<file path="src/rtl/tcce_pkg.sv">
// ----------------------------------------------------------------------------
// tcce_pkg
// Shared types and constants of the text console cursor engine.
// ----------------------------------------------------------------------------
`default_nettype none

package tcce_pkg;

    localparam int DEF_COLUMNS    = 80;
    localparam int DEF_ROWS       = 25;
    localparam int DEF_ATTR_DEPTH = 16;

    localparam int ADDR_W  = 11;
    localparam int CROW_W  = 5;
    localparam int ATTR_W  = 8;
    localparam int CHAR_W  = 8;
    localparam int COLOR_W = 4;
    localparam int POS_W   = 8;
    localparam int ERR_W   = 2;

    localparam logic [ATTR_W-1:0] DEFAULT_ATTR = 8'h07;

    localparam logic [CHAR_W-1:0] CH_BS  = 8'd8;
    localparam logic [CHAR_W-1:0] CH_TAB = 8'd9;
    localparam logic [CHAR_W-1:0] CH_LF  = 8'd10;
    localparam logic [CHAR_W-1:0] CH_CR  = 8'd13;

    typedef enum logic [2:0] {
        CMD_PUT_CHAR     = 3'd0,
        CMD_SET_ATTR     = 3'd1,
        CMD_PUSH_ATTR    = 3'd2,
        CMD_POP_ATTR     = 3'd3,
        CMD_SET_CURSOR   = 3'd4,
        CMD_CLEAR_SCREEN = 3'd5
    } cmd_t;

    typedef enum logic [ERR_W-1:0] {
        ERR_NONE      = 2'd0,
        ERR_OVERFLOW  = 2'd1,
        ERR_UNDERFLOW = 2'd2
    } err_t;

    typedef struct packed {
        logic              wr;
        logic [ADDR_W-1:0] waddr;
        logic [CHAR_W-1:0] chr;
        logic              clr;
        logic [CROW_W-1:0] clr_row;
        logic              all;
        logic [ADDR_W-1:0] offset;
    } cur_res_t;

endpackage

`default_nettype wire

</file>
<file path="src/rtl/tcce_cursor.sv">
// ----------------------------------------------------------------------------
// tcce_cursor
// Cursor column and row registers with the per-command cursor update.
// ----------------------------------------------------------------------------
`default_nettype none

module tcce_cursor
    import tcce_pkg::*;
#(
    parameter int COLUMNS = DEF_COLUMNS,
    parameter int ROWS    = DEF_ROWS
)
(
    input  wire logic              clk,
    input  wire logic              rst_n,
    input  wire logic              accept,
    input  wire logic [2:0]        command,
    input  wire logic [CHAR_W-1:0] char_code,
    input  wire logic [POS_W-1:0]  cursor_col,
    input  wire logic [POS_W-1:0]  cursor_row,
    output cur_res_t               res
);

    localparam int CW = (COLUMNS > 1) ? $clog2(COLUMNS) : 1;
    localparam int RW = (ROWS > 1) ? $clog2(ROWS) : 1;

    logic [CW-1:0] column_reg, column_next;
    logic [RW-1:0] row_reg, row_next;

    function automatic logic [ADDR_W-1:0] offs(input logic [7:0] c, input logic [5:0] r);
        logic [13:0] s;
        s = 14'(c) + 14'(r) * 14'(COLUMNS);
        return s[ADDR_W-1:0];
    endfunction

    logic [7:0] col;
    logic [7:0] ncol;
    logic [5:0] rw;
    logic [5:0] nrow;

    always_comb
    begin
        col       = 8'(column_reg);
        rw        = 6'(row_reg);
        ncol      = col;
        nrow      = rw;
        res       = '0;
        res.chr   = char_code;
        unique case (command)
            CMD_PUT_CHAR:
            begin
                if (char_code == CH_LF)
                begin
                    nrow    = rw + 6'd1;
                    res.clr = 1'b1;
                end
                else if (char_code == CH_CR)
                begin
                    ncol = 8'd0;
                end
                else if (char_code == CH_TAB)
                begin
                    ncol = {col[7:3] + 5'd1, 3'b000};
                end
                else if (char_code == CH_BS)
                begin
                    if (col != 8'd0)
                    begin
                        ncol = col - 8'd1;
                    end
                    else if (rw != 6'd0)
                    begin
                        nrow = rw - 6'd1;
                        ncol = 8'(COLUMNS - 1);
                    end
                    res.wr    = 1'b1;
                    res.waddr = offs(ncol, nrow);
                    res.chr   = '0;
                end
                else
                begin
                    res.wr    = 1'b1;
                    res.waddr = offs(col, rw);
                    ncol      = col + 8'd1;
                end
                if (ncol >= 8'(COLUMNS))
                begin
                    ncol    = 8'd0;
                    nrow    = nrow + 6'd1;
                    res.clr = 1'b1;
                end
                if (nrow >= 6'(ROWS))
                begin
                    nrow = 6'd0;
                end
            end
            CMD_SET_CURSOR:
            begin
                ncol = (cursor_col > 8'(COLUMNS - 1)) ? 8'(COLUMNS - 1) : cursor_col;
                nrow = (cursor_row > 8'(ROWS - 1)) ? 6'(ROWS - 1) : cursor_row[5:0];
            end
            CMD_CLEAR_SCREEN:
            begin
                res.all = 1'b1;
                ncol    = 8'd0;
                nrow    = 6'd0;
            end
            default:
            begin
            end
        endcase
        if (!res.wr)
        begin
            res.chr = '0;
        end
        res.clr_row = res.clr ? nrow[CROW_W-1:0] : '0;
        res.offset  = offs(ncol, nrow);
        column_next = accept ? ncol[CW-1:0] : column_reg;
        row_next    = accept ? nrow[RW-1:0] : row_reg;
    end

    always_ff @(posedge clk or negedge rst_n)
    begin
        if (!rst_n)
        begin
            column_reg <= '0;
            row_reg    <= '0;
        end
        else
        begin
            column_reg <= column_next;
            row_reg    <= row_next;
        end
    end

endmodule

`default_nettype wire

</file>
<file path="src/rtl/tcce_attr_stack.sv">
// ----------------------------------------------------------------------------
// tcce_attr_stack
// Attribute stack in a synchronous memory with the stack level register.
// The top entry after each transfer is read or forwarded into registers.
// ----------------------------------------------------------------------------
`default_nettype none

module tcce_attr_stack
    import tcce_pkg::*;
#(
    parameter int ATTR_DEPTH = DEF_ATTR_DEPTH
)
(
    input  wire logic              clk,
    input  wire logic              rst_n,
    input  wire logic              accept,
    input  wire logic [2:0]        command,
    input  wire logic [ATTR_W-1:0] attr,
    output err_t                   err,
    output logic [ATTR_W-1:0]      top
);

    localparam int LW = (ATTR_DEPTH > 1) ? $clog2(ATTR_DEPTH) : 1;

    logic [ATTR_W-1:0] mem [ATTR_DEPTH];

    logic [LW-1:0]     level_reg, level_next;
    logic              e0_written_reg, e0_written_next;
    logic              fwd_reg;
    logic              dflt_reg;
    logic [ATTR_W-1:0] fwd_attr_reg;
    logic [ATTR_W-1:0] rdata_reg;

    logic [LW-1:0] lvl_n;
    logic          wen;
    logic [LW:0]   lvl_inc;

    always_comb
    begin
        lvl_n   = level_reg;
        wen     = 1'b0;
        err     = ERR_NONE;
        lvl_inc = {1'b0, level_reg} + (LW+1)'(1);
        unique case (command)
            CMD_SET_ATTR:
            begin
                wen = 1'b1;
            end
            CMD_PUSH_ATTR:
            begin
                if (lvl_inc >= (LW+1)'(ATTR_DEPTH))
                begin
                    err = ERR_OVERFLOW;
                end
                else
                begin
                    lvl_n = lvl_inc[LW-1:0];
                    wen   = 1'b1;
                end
            end
            CMD_POP_ATTR:
            begin
                if (level_reg == '0)
                begin
                    err = ERR_UNDERFLOW;
                end
                else
                begin
                    lvl_n = level_reg - LW'(1);
                end
            end
            default:
            begin
            end
        endcase
        level_next      = accept ? lvl_n : level_reg;
        e0_written_next = e0_written_reg | (accept && wen && lvl_n == '0);
    end

    always_ff @(posedge clk or negedge rst_n)
    begin
        if (!rst_n)
        begin
            level_reg      <= '0;
            e0_written_reg <= 1'b0;
        end
        else
        begin
            level_reg      <= level_next;
            e0_written_reg <= e0_written_next;
        end
    end

    always_ff @(posedge clk)
    begin
        if (accept)
        begin
            if (wen)
            begin
                mem[lvl_n] <= attr;
            end
            rdata_reg    <= mem[lvl_n];
            fwd_reg      <= wen;
            fwd_attr_reg <= attr;
            dflt_reg     <= (lvl_n == '0) && !e0_written_reg;
        end
    end

    assign top = fwd_reg ? fwd_attr_reg : (dflt_reg ? DEFAULT_ATTR : rdata_reg);

endmodule

`default_nettype wire

</file>
<file path="src/rtl/text_console_cursor_engine_unit.sv">
// ----------------------------------------------------------------------------
// text_console_cursor_engine_unit
// Text console engine: cursor tracking, attribute stack and cell requests.
// ----------------------------------------------------------------------------
// Commands arrive on the input channel (in_valid, in_stall) with their fields
// on separate ports. Each transfer produces exactly one result transfer on the
// output channel (out_valid, out_stall): an optional cell write, an optional
// row or screen fill request with its fill value, the cursor offset after the
// command and an error code.
// out_valid is set through the memory stage and the output register after the
// input transfer. The block accepts one command per cycle while in_stall is
// low; the attribute stack memory is read at the transfer edge and the result
// is registered in the output register when the memory stage advances.
// When the receiver stalls, one result waits in the output register and one
// more in the memory stage; after that in_stall rises until the output is
// taken.
// Reset clears the cursor to the origin, the stack level to zero and the top
// attribute to 0x07, and empties the pipeline. No clearing pass is needed.
// ----------------------------------------------------------------------------
`default_nettype none

module text_console_cursor_engine_unit
    import tcce_pkg::*;
#(
    parameter int COLUMNS    = DEF_COLUMNS,
    parameter int ROWS       = DEF_ROWS,
    parameter int ATTR_DEPTH = DEF_ATTR_DEPTH
)
(
    input  wire logic               clk,
    input  wire logic               rst_n,
    input  wire logic               in_valid,
    output logic                    in_stall,
    input  wire logic [2:0]         command,
    input  wire logic [CHAR_W-1:0]  char_code,
    input  wire logic [COLOR_W-1:0] fg_color,
    input  wire logic [COLOR_W-1:0] bg_color,
    input  wire logic [POS_W-1:0]   cursor_col,
    input  wire logic [POS_W-1:0]   cursor_row,
    output logic                    out_valid,
    input  wire logic               out_stall,
    output logic                    cell_write,
    output logic [ADDR_W-1:0]       cell_address,
    output logic [15:0]             cell_value,
    output logic                    clear_row_valid,
    output logic [CROW_W-1:0]       clear_row,
    output logic                    clear_all,
    output logic [15:0]             fill_value,
    output logic [ADDR_W-1:0]       cursor_offset,
    output logic [ERR_W-1:0]        error_code
);

    logic              accept;
    logic              s1_adv;
    cur_res_t          cur_res;
    err_t              st_err;
    logic [ATTR_W-1:0] top;

    logic              s1_valid_reg, s1_valid_next;
    cur_res_t          s1_res_reg;
    err_t              s1_err_reg;
    logic              out_valid_reg, out_valid_next;

    assign accept   = in_valid && !in_stall;
    assign s1_adv   = s1_valid_reg && (!out_valid_reg || !out_stall);
    assign in_stall = s1_valid_reg && !s1_adv;

    tcce_cursor #(
        .COLUMNS (COLUMNS),
        .ROWS    (ROWS)
    ) u_cursor (
        .clk        (clk),
        .rst_n      (rst_n),
        .accept     (accept),
        .command    (command),
        .char_code  (char_code),
        .cursor_col (cursor_col),
        .cursor_row (cursor_row),
        .res        (cur_res)
    );

    tcce_attr_stack #(
        .ATTR_DEPTH (ATTR_DEPTH)
    ) u_attr_stack (
        .clk     (clk),
        .rst_n   (rst_n),
        .accept  (accept),
        .command (command),
        .attr    ({bg_color, fg_color}),
        .err     (st_err),
        .top     (top)
    );

    always_comb
    begin
        s1_valid_next  = accept || (s1_valid_reg && !s1_adv);
        out_valid_next = s1_adv || (out_valid_reg && out_stall);
    end

    always_ff @(posedge clk or negedge rst_n)
    begin
        if (!rst_n)
        begin
            s1_valid_reg  <= 1'b0;
            out_valid_reg <= 1'b0;
        end
        else
        begin
            s1_valid_reg  <= s1_valid_next;
            out_valid_reg <= out_valid_next;
        end
    end

    always_ff @(posedge clk)
    begin
        if (accept)
        begin
            s1_res_reg <= cur_res;
            s1_err_reg <= st_err;
        end
        if (s1_adv)
        begin
            cell_write      <= s1_res_reg.wr;
            cell_address    <= s1_res_reg.waddr;
            cell_value      <= s1_res_reg.wr ? {top, s1_res_reg.chr} : 16'h0000;
            clear_row_valid <= s1_res_reg.clr;
            clear_row       <= s1_res_reg.clr_row;
            clear_all       <= s1_res_reg.all;
            fill_value      <= {top, 8'h00};
            cursor_offset   <= s1_res_reg.offset;
            error_code      <= s1_err_reg;
        end
    end

    assign out_valid = out_valid_reg;

endmodule

`default_nettype wire
</file>
<file path="config.mk">
export PLATFORM = sky130hd
export DESIGN_NAME = text_console_cursor_engine_unit
export DESIGN_NICKNAME = d
export VERILOG_FILES = /design/src/rtl/tcce_pkg.sv /design/src/rtl/tcce_cursor.sv /design/src/rtl/tcce_attr_stack.sv /design/src/rtl/text_console_cursor_engine_unit.sv
export SDC_FILE = /design/constraint.sdc
export NUM_CORES = 1
export LEC_CHECK = 0
export ABC_AREA = 1
export BUFFER_PORTS_ARGS = -buffer_cell sky130_fd_sc_hd__buf_4
export CORE_ASPECT_RATIO = 0.75
export CORE_MARGIN = 2
export CORE_UTILIZATION = 60
export CTS_BUF_LIST = sky130_fd_sc_hd__clkbuf_8
export DETAILED_ROUTE_END_ITERATION = 8
export PLACE_DENSITY = 0.8
export SLEW_MARGIN = 20
export SYNTH_ARGS = -nofsm -noshare
export SYNTH_HDL_FRONTEND = slang
export SYNTH_SLANG_ARGS = --single-unit
</file>
<file path="constraint.sdc">
create_clock -name clk -period 10.82 [get_ports clk]
set_clock_uncertainty 0.2 [all_clocks]
set_input_delay 0.541 -clock clk [delete_from_list [all_inputs] [get_ports clk]]
set_output_delay 0.541 -clock clk [all_outputs]
set_load 0.01 [all_outputs]
</file>
==> results of run 1 <==
cells in the mapped netlist (all sizes together) (2+ instances only):
library cell,n,area share [%]
edfxtp,242,59
clkbuf,15,0.46
nand4,13,0.66
buf,21,1.1
nand3b,7,0.42
nor2,104,3.8
xor2,11,0.78
nor3,11,0.45
o21ai,48,2.0
o311ai,4,0.28
nor4,3,0.15
a21oi,29,1.3
dfrtp,19,3.8
o211ai,3,0.18
ha,41,4.1
nand2,252,8.1
nand3,61,3.1
xnor2,11,0.78
fa,6,0.97
and2,3,0.15
a22oi,67,4.1
inv,108,3.3
a31oi,8,0.40
a211oi,2,0.12
or2,4,0.20
worst min-delay path, delay by kind of cell:
| family | cells | cell delay, ns |
|---|---|---|
| buf+inv | 1 | 0.10 |
| simple gates | 2 | 0.12 |
logic make-up after synthesis:
family,after synthesis
simple gates,459
fa+ha+maj,47
compound gates,168
other cells,1
flops,261
xor+xnor,22
buf+inv,144
worst min path at each step:
stage | endpoint | slack [ns] | depth (start not counted)
after floorplan | out_valid$_DFF_PN0_ | 0.05 | 0
after global placement | clear_row[2]$_DFFE_PP_ | 0.20 | 0
after detailed placement | cell_address[0]$_DFFE_PP_ | 0.20 | 0
after CTS | out_valid$_DFF_PN0_ | 0.03 | 3
after global routing | out_valid$_DFF_PN0_ | 0.06 | 3
final | out_valid$_DFF_PN0_ | 0.07 | 3
timing repair:
action | 4_1_cts | 5_1_grt
hold buffers | 2 | 0
gates resized for setup | 0 | 0
endpoints found under the hold margin | 20 | 0
where the power goes:
part,switching (µW),internal [µW],total [µW]
clock,367,423,791
sequential,52.6,1200,1250
combinational,514,269,783
total,934,1890,2820
layer usage:
metal / part of all wire, % / up-vias / routed length, µm / GRT usage (%)
met5: 0 / - / 0 / 0
met4: 1.0 / 0 / 294 / 5.83
met3: 11 / 24 / 2980 / 6.33
li1: - / 4089 / - / -
met1: 46 / 4131 / 12900 / 40.6
met2: 43 / 468 / 12100 / 38.8
cell usage in the layout (no fill, tap or decap), drive strengths merged, types with 2 or more instances in the layout:
cell and count:
edfxtp 242, nand4 13, o211ai 3, a211oi 2, o311ai 4, buf 102
fa 6, xnor2 11, xor2 11, a22oi 67, or2 4, clkinv 8
bufinv 2, nor3 11, ha 41, nor4 3, dlygate4sd3 2, o21ai 48
dfrtp 19, and2 3, clkbuf 44, a31oi 8, inv 122, a21oi 29
nand3 61, nand3b 7, nand2 252, nor2 104, conb 10
per-stage QoR:
step           instance area, µm²  setup slack (ns)  total power [µW]  utilization [%]  instances
2_1_floorplan               12400              6.45              1790                -       1111
3_3_place_gp                13300              5.95              2010             65.8       1435
3_5_place_dp                13300              5.72              2030             65.8       1435
4_1_cts                     14100              5.68              2820             69.8       1505
5_1_grt                     14100              5.15              2970             69.8       1505
6_report                    14100              5.67              2820             69.8       1505
final cells by class:
class                      instances  share of cell area, %
sequential                       261                   54.9
multi-input combinational        706                   28.9
timing repair buffer             104                   5.57
clock buffer                      44                   4.29
inverter                         108                   2.87
tap                              258                   2.29
clock inverter                    24                   1.20
==> metrics.txt, run 1 <==
DRC errors left 0; post-synthesis adder-cell area fraction approximately 5%; status completed; number of I/O port buffers 96; final WL 28,300 µm; setup bufs post-CTS 0; max-cap violations 0; Slew Viols, Final 0; Reg area 7740 µm²; CTS max path bufs 3; Num Clock Sinks 261; Syn. warnings 0; Final min period 5.15 ns; die area 21,800 µm²; crit-path leading delay family simple AND/OR/NAND/NOR gates; Iter 0 DRT Violations 935; I/O pin count roughly 110; Synth Area in Compound Gates 8.82%; max FFs per register 128; Area Overhead vs Synth 14.0%; Seq/Total Area, Yosys 62.6%; crit-path max FO 12; n_diodes 0; largest family of logic cells by synthesized area simple AND/OR/NAND/NOR gates; Synth Area per Inst 11.2 µm²; total CTS buffers 38; P per Cell Area approximately 200 nW/µm²; CP Buf/Inv Count 7; Die Ht 128 µm; post-route clock period utilization 47.6%; synth unique cells 50; Gate Count Post-Synth 1,102; Worst Hold Slack 0.0657 ns; Worst path depth 32; XOR/XNOR share of the synthesized area 1.56%; H-tree Lvls 2; Slew @ Worst Pin 0.947 ns; Synth Flop Type edfxtp_1; dpl hpwl about 20,000 µm; initial antenna violation count 0; Final Hold Vio Count 0; Max-slew headroom 36.7%; worst skew pair latency roughly 0.55 ns; max frequency 0.194 GHz; Rows 45; Setup crit end kind flop; final setup violation count 0; area of the multi-input gates 4070 µm²; pin count of the biggest net entering global routing between 50 and 60; share of cells above drive strength 1 roughly 17%; Worst setup SP type flop; max incr delay on CP around 0.43 ns; routability cong. 0.939; slowest CP cell dfrtp_1; gr usage total 26.4%; VDD IR-drop max 0.107 mV; Antenna Violating Nets Remaining 0; Yosys reg bits 261; path type of the worst setup path flop to flop; Pre-antenna DRT Iters 6; HP Start out_stall; LEAKAGE 0.00587 µW; Vias/cell 5.79; CP Capture Point s1_res_reg[10]$_DFFE_PP_; Worst EP arrival 5.23 ns; CTS tree built; first-pass GRT wire length 43,900 µm; total gr overflow 0; Synth Area in Simple Gates 17.0%; Core ar. slightly above 20,000 µm²; fillers 1,459; Initial Utilization 61.2%; clock slew at reported path FFs 0.07 ns; RSZ-0062 raised after global routing false; CP most frequent cell nand2_1; Synth async-reset ratio 7.28%; vias after detailed routing 8,712; mean routed wirelength per cell 18.8 µm; Horiz. Die Dim 170 µm; R2R Path Start u_cursor.column_reg[0]$_DFFE_PN0P_; reg2reg path depth 32; Post-synth EDFFs 242; Setup TNS 0 ns; Mapped Area between 10,000 and 15,000 µm²; crit path launch u_cursor.column_reg[0]$_DFFE_PN0P_; fin nets 1,305; worst endpoint required time 10.89 ns; multiplexer area fraction after synthesis 0%; number of global-route vias before repair 8,181; clock root cell clkbuf_8; r2r setup slk 5.67 ns; HP Class input port to flop; r2r endpoint s1_res_reg[10]$_DFFE_PP_
No activity file was read; power rests on OpenSTA's default activity.
==> run 2, diff against run 1 <==
==> constraint.sdc (replaced) <==
create_clock -name clk -period 5.3 [get_ports clk]
set_clock_uncertainty 0.2 [all_clocks]
set_input_delay 0.265 -clock clk [delete_from_list [all_inputs] [get_ports clk]]
set_output_delay 0.265 -clock clk [all_outputs]
set_load 0.01 [all_outputs]
==> run 2 against run 1 <==
Combinational power up 110%; register-to-register slack worse by 5.3 ns; clock power up 87%; maximum frequency up 4.6%; total power up 100%; sequential share of layout area down 0.93 points; sequential cell count unchanged; largest power group unchanged; highest routed layer unchanged; non-clock buffer count up 32.
==> metrics.txt, run 2 (synthesis gave the netlist of run 1 again) <==
most frequent cells in the layout edfxtp_1, nand2_1, buf_4; Pint 3720 µW; post-route clock period utilization 92.9%; number of I/O port buffers between 90 and 100; total CTS buffers 39; fillers 1,423; Rows 45; Flop pwr share 44.7%; Initial Utilization 61.2%; Antenna Violating Nets Remaining 0; Horiz. Die Dim 170 µm; clock slew at reported path FFs 0.06 ns; Vias/cell 5.79; Worst setup SP type flop; Final Hold Vio Count 0; CP most frequent cell nand2_1; clock root cell clkbuf_8; Power Total approximately 5700 µW; HP Class input port to flop; LEAKAGE ~0.0060 µW; final setup violation count 0; combinational power share between 20% and 30%; max frequency 0.203 GHz; H-tree Lvls 2; routability cong. 0.970; CTS tree built; sw power approximately 2000 µW; vias after detailed routing 8,922; die area 21,800 µm²; VDD IR-drop max 0.238 mV; Setup crit end kind flop; gr usage total 27.3%; Max-slew headroom 29.2%; Core ar. 20,200 µm²; first-pass GRT wire length about 45,000 µm; Final min period 4.92 ns; Net Sw Frac 34.4%; initial antenna violation count 0; Num Clock Sinks 261; Iter 0 DRT Violations 1,299; I/O pin count about 110; worst skew pair latency 0.54 ns; setup ws final 0.375 ns; Pre-antenna DRT Iters 5; RSZ-0062 raised after global routing false; number of global-route vias before repair 8,445; Core Util, Final 71.0%; dpl hpwl roughly 20,000 µm; share of cells above drive strength 1 17.9%; P per Cell Area 396 nW/µm²; Die Ht 128 µm; commonest non-fill, non-tap cell in the layout edfxtp_1; total gr overflow 0; clock share of power 26.0%; worst endpoint required time 5.39 ns; Area Overhead vs Synth 16.0%; fin nets 1,338; final WL 29,500 µm; mean routed wirelength per cell 19.1 µm; pin count of the biggest net entering global routing 57; n_diodes 0; max incr delay on CP approximately 0.44 ns; CTS max path bufs 3; Setup TNS 0 ns; Slew @ Worst Pin 1.05 ns; path type of the worst setup path flop to flop; crit-path max FO 8; Worst EP arrival between 5 and 6 ns; Slew Viols, Final 0; DRC errors left 0; slowest CP cell dfrtp_1; pre-CTS setup slack 0.238 ns; max FFs per register 128; max-cap violations 0; status completed
[run 2: cell count changes in the layout (fill, tap and decap cells not counted), moves of 2 or more]
cell / previous run / this run
bufinv_16: 2 / 0
clkinv_1: 4 / 12
clkinv_2: 3 / 5
clkinvlp_4: 0 / 2
clkbuf_8: 44 / 39
buf_4: 102 / 111
xnor2_2: 0 / 2
xnor2_1: 11 / 9
dlygate4sd3_1: 2 / 24
inv_1: 108 / 105
[run 2: stage by stage]
step | hold WS, ns | instances | cell area (µm²)
detailed placement | -0.0192 | 1441 | 13400
floorplan | -0.231 | 1111 | 12400
finish | 0.0280 | 1540 | 14300
CTS | 0.0143 | 1537 | 14300
global route | 0.0601 | 1540 | 14300
global placement | -0.0254 | 1441 | 13400
[run 2: timing repair]
action | CTS | global route
endpoints found under the hold margin | 172 | 0
setup buffers | 0 | 3
resized for setup | 0 | 8
endpoints found under the setup margin | 0 | 2
hold buffers | 25 | 0
[run 2: path summary, 6_finish.rpt]
| check | start | to | slack [ns] | cells after the start |
|---|---|---|---|---|
| setup / recovery | u_cursor.column_reg[0]$_DFFE_PN0P_ | s1_res_reg[10]$_DFFE_PP_ | 0.38 | 32 |
| setup reg to reg | u_cursor.column_reg[0]$_DFFE_PN0P_ | s1_res_reg[10]$_DFFE_PP_ | 0.38 | 32 |
| min in group asynchronous | rst_n | u_attr_stack.e0_written_reg$_DFF_PN0_ | 0.16 | 3 |
| max in group asynchronous | rst_n | u_cursor.column_reg[1]$_DFFE_PN0P_ | 4.34 | 3 |
| hold / removal | cursor_row[0] | u_cursor.row_reg[0]$_DFFE_PN0P_ | 0.03 | 5 |
| hold reg to reg | s1_res_reg[3]$_DFFE_PP_ | cursor_offset[3]$_DFFE_PP_ | 0.22 | 0 |
[run 2: metal layers]
layer / GRT usage (%) / up-vias / part of all wire, %
met5: 0 / - / 0
met4: 7.79 / 0 / 1.8
met3: 6.11 / 53 / 9.4
met2: 40.3 / 435 / 43
met1: 41.3 / 4262 / 46
li1: - / 4172 / -
[run 2: area by class of cell]
class | instances | area [µm²] | share of cell area [%]
well taps | 258 | 323 | 2.25
clock buffers | 39 | 537 | 3.74
repair buffers | 136 | 1080 | 7.52
multi-input cells | 706 | 4100 | 28.6
inverters | 108 | 408 | 2.84
flip-flops and latches | 261 | 7740 | 54.0
clock inverters | 32 | 156 | 1.09
[run 2: worst max-delay path: cells and delay by family (launching register included)]
| family | cells | cell delay (ns) |
|---|---|---|
| buffers and inverters | 7 | 0.53 |
| flip-flops | 1 | 0.44 |
| AND/OR/NAND/NOR | 18 | 1.79 |
| XOR/XNOR | 2 | 0.42 |
| adder cells (fa/ha/maj) | 5 | 1.28 |
[run 2: power by group through the flow]
stage	clock network [µW]	registers, µW	logic (µW)
after CTS	1490	2530	1600
after global placement	0	2570	1550
after global routing	1580	2550	1830
after floorplan	0	2570	1080
after detailed placement	0	2570	1570
final	1480	2540	1660
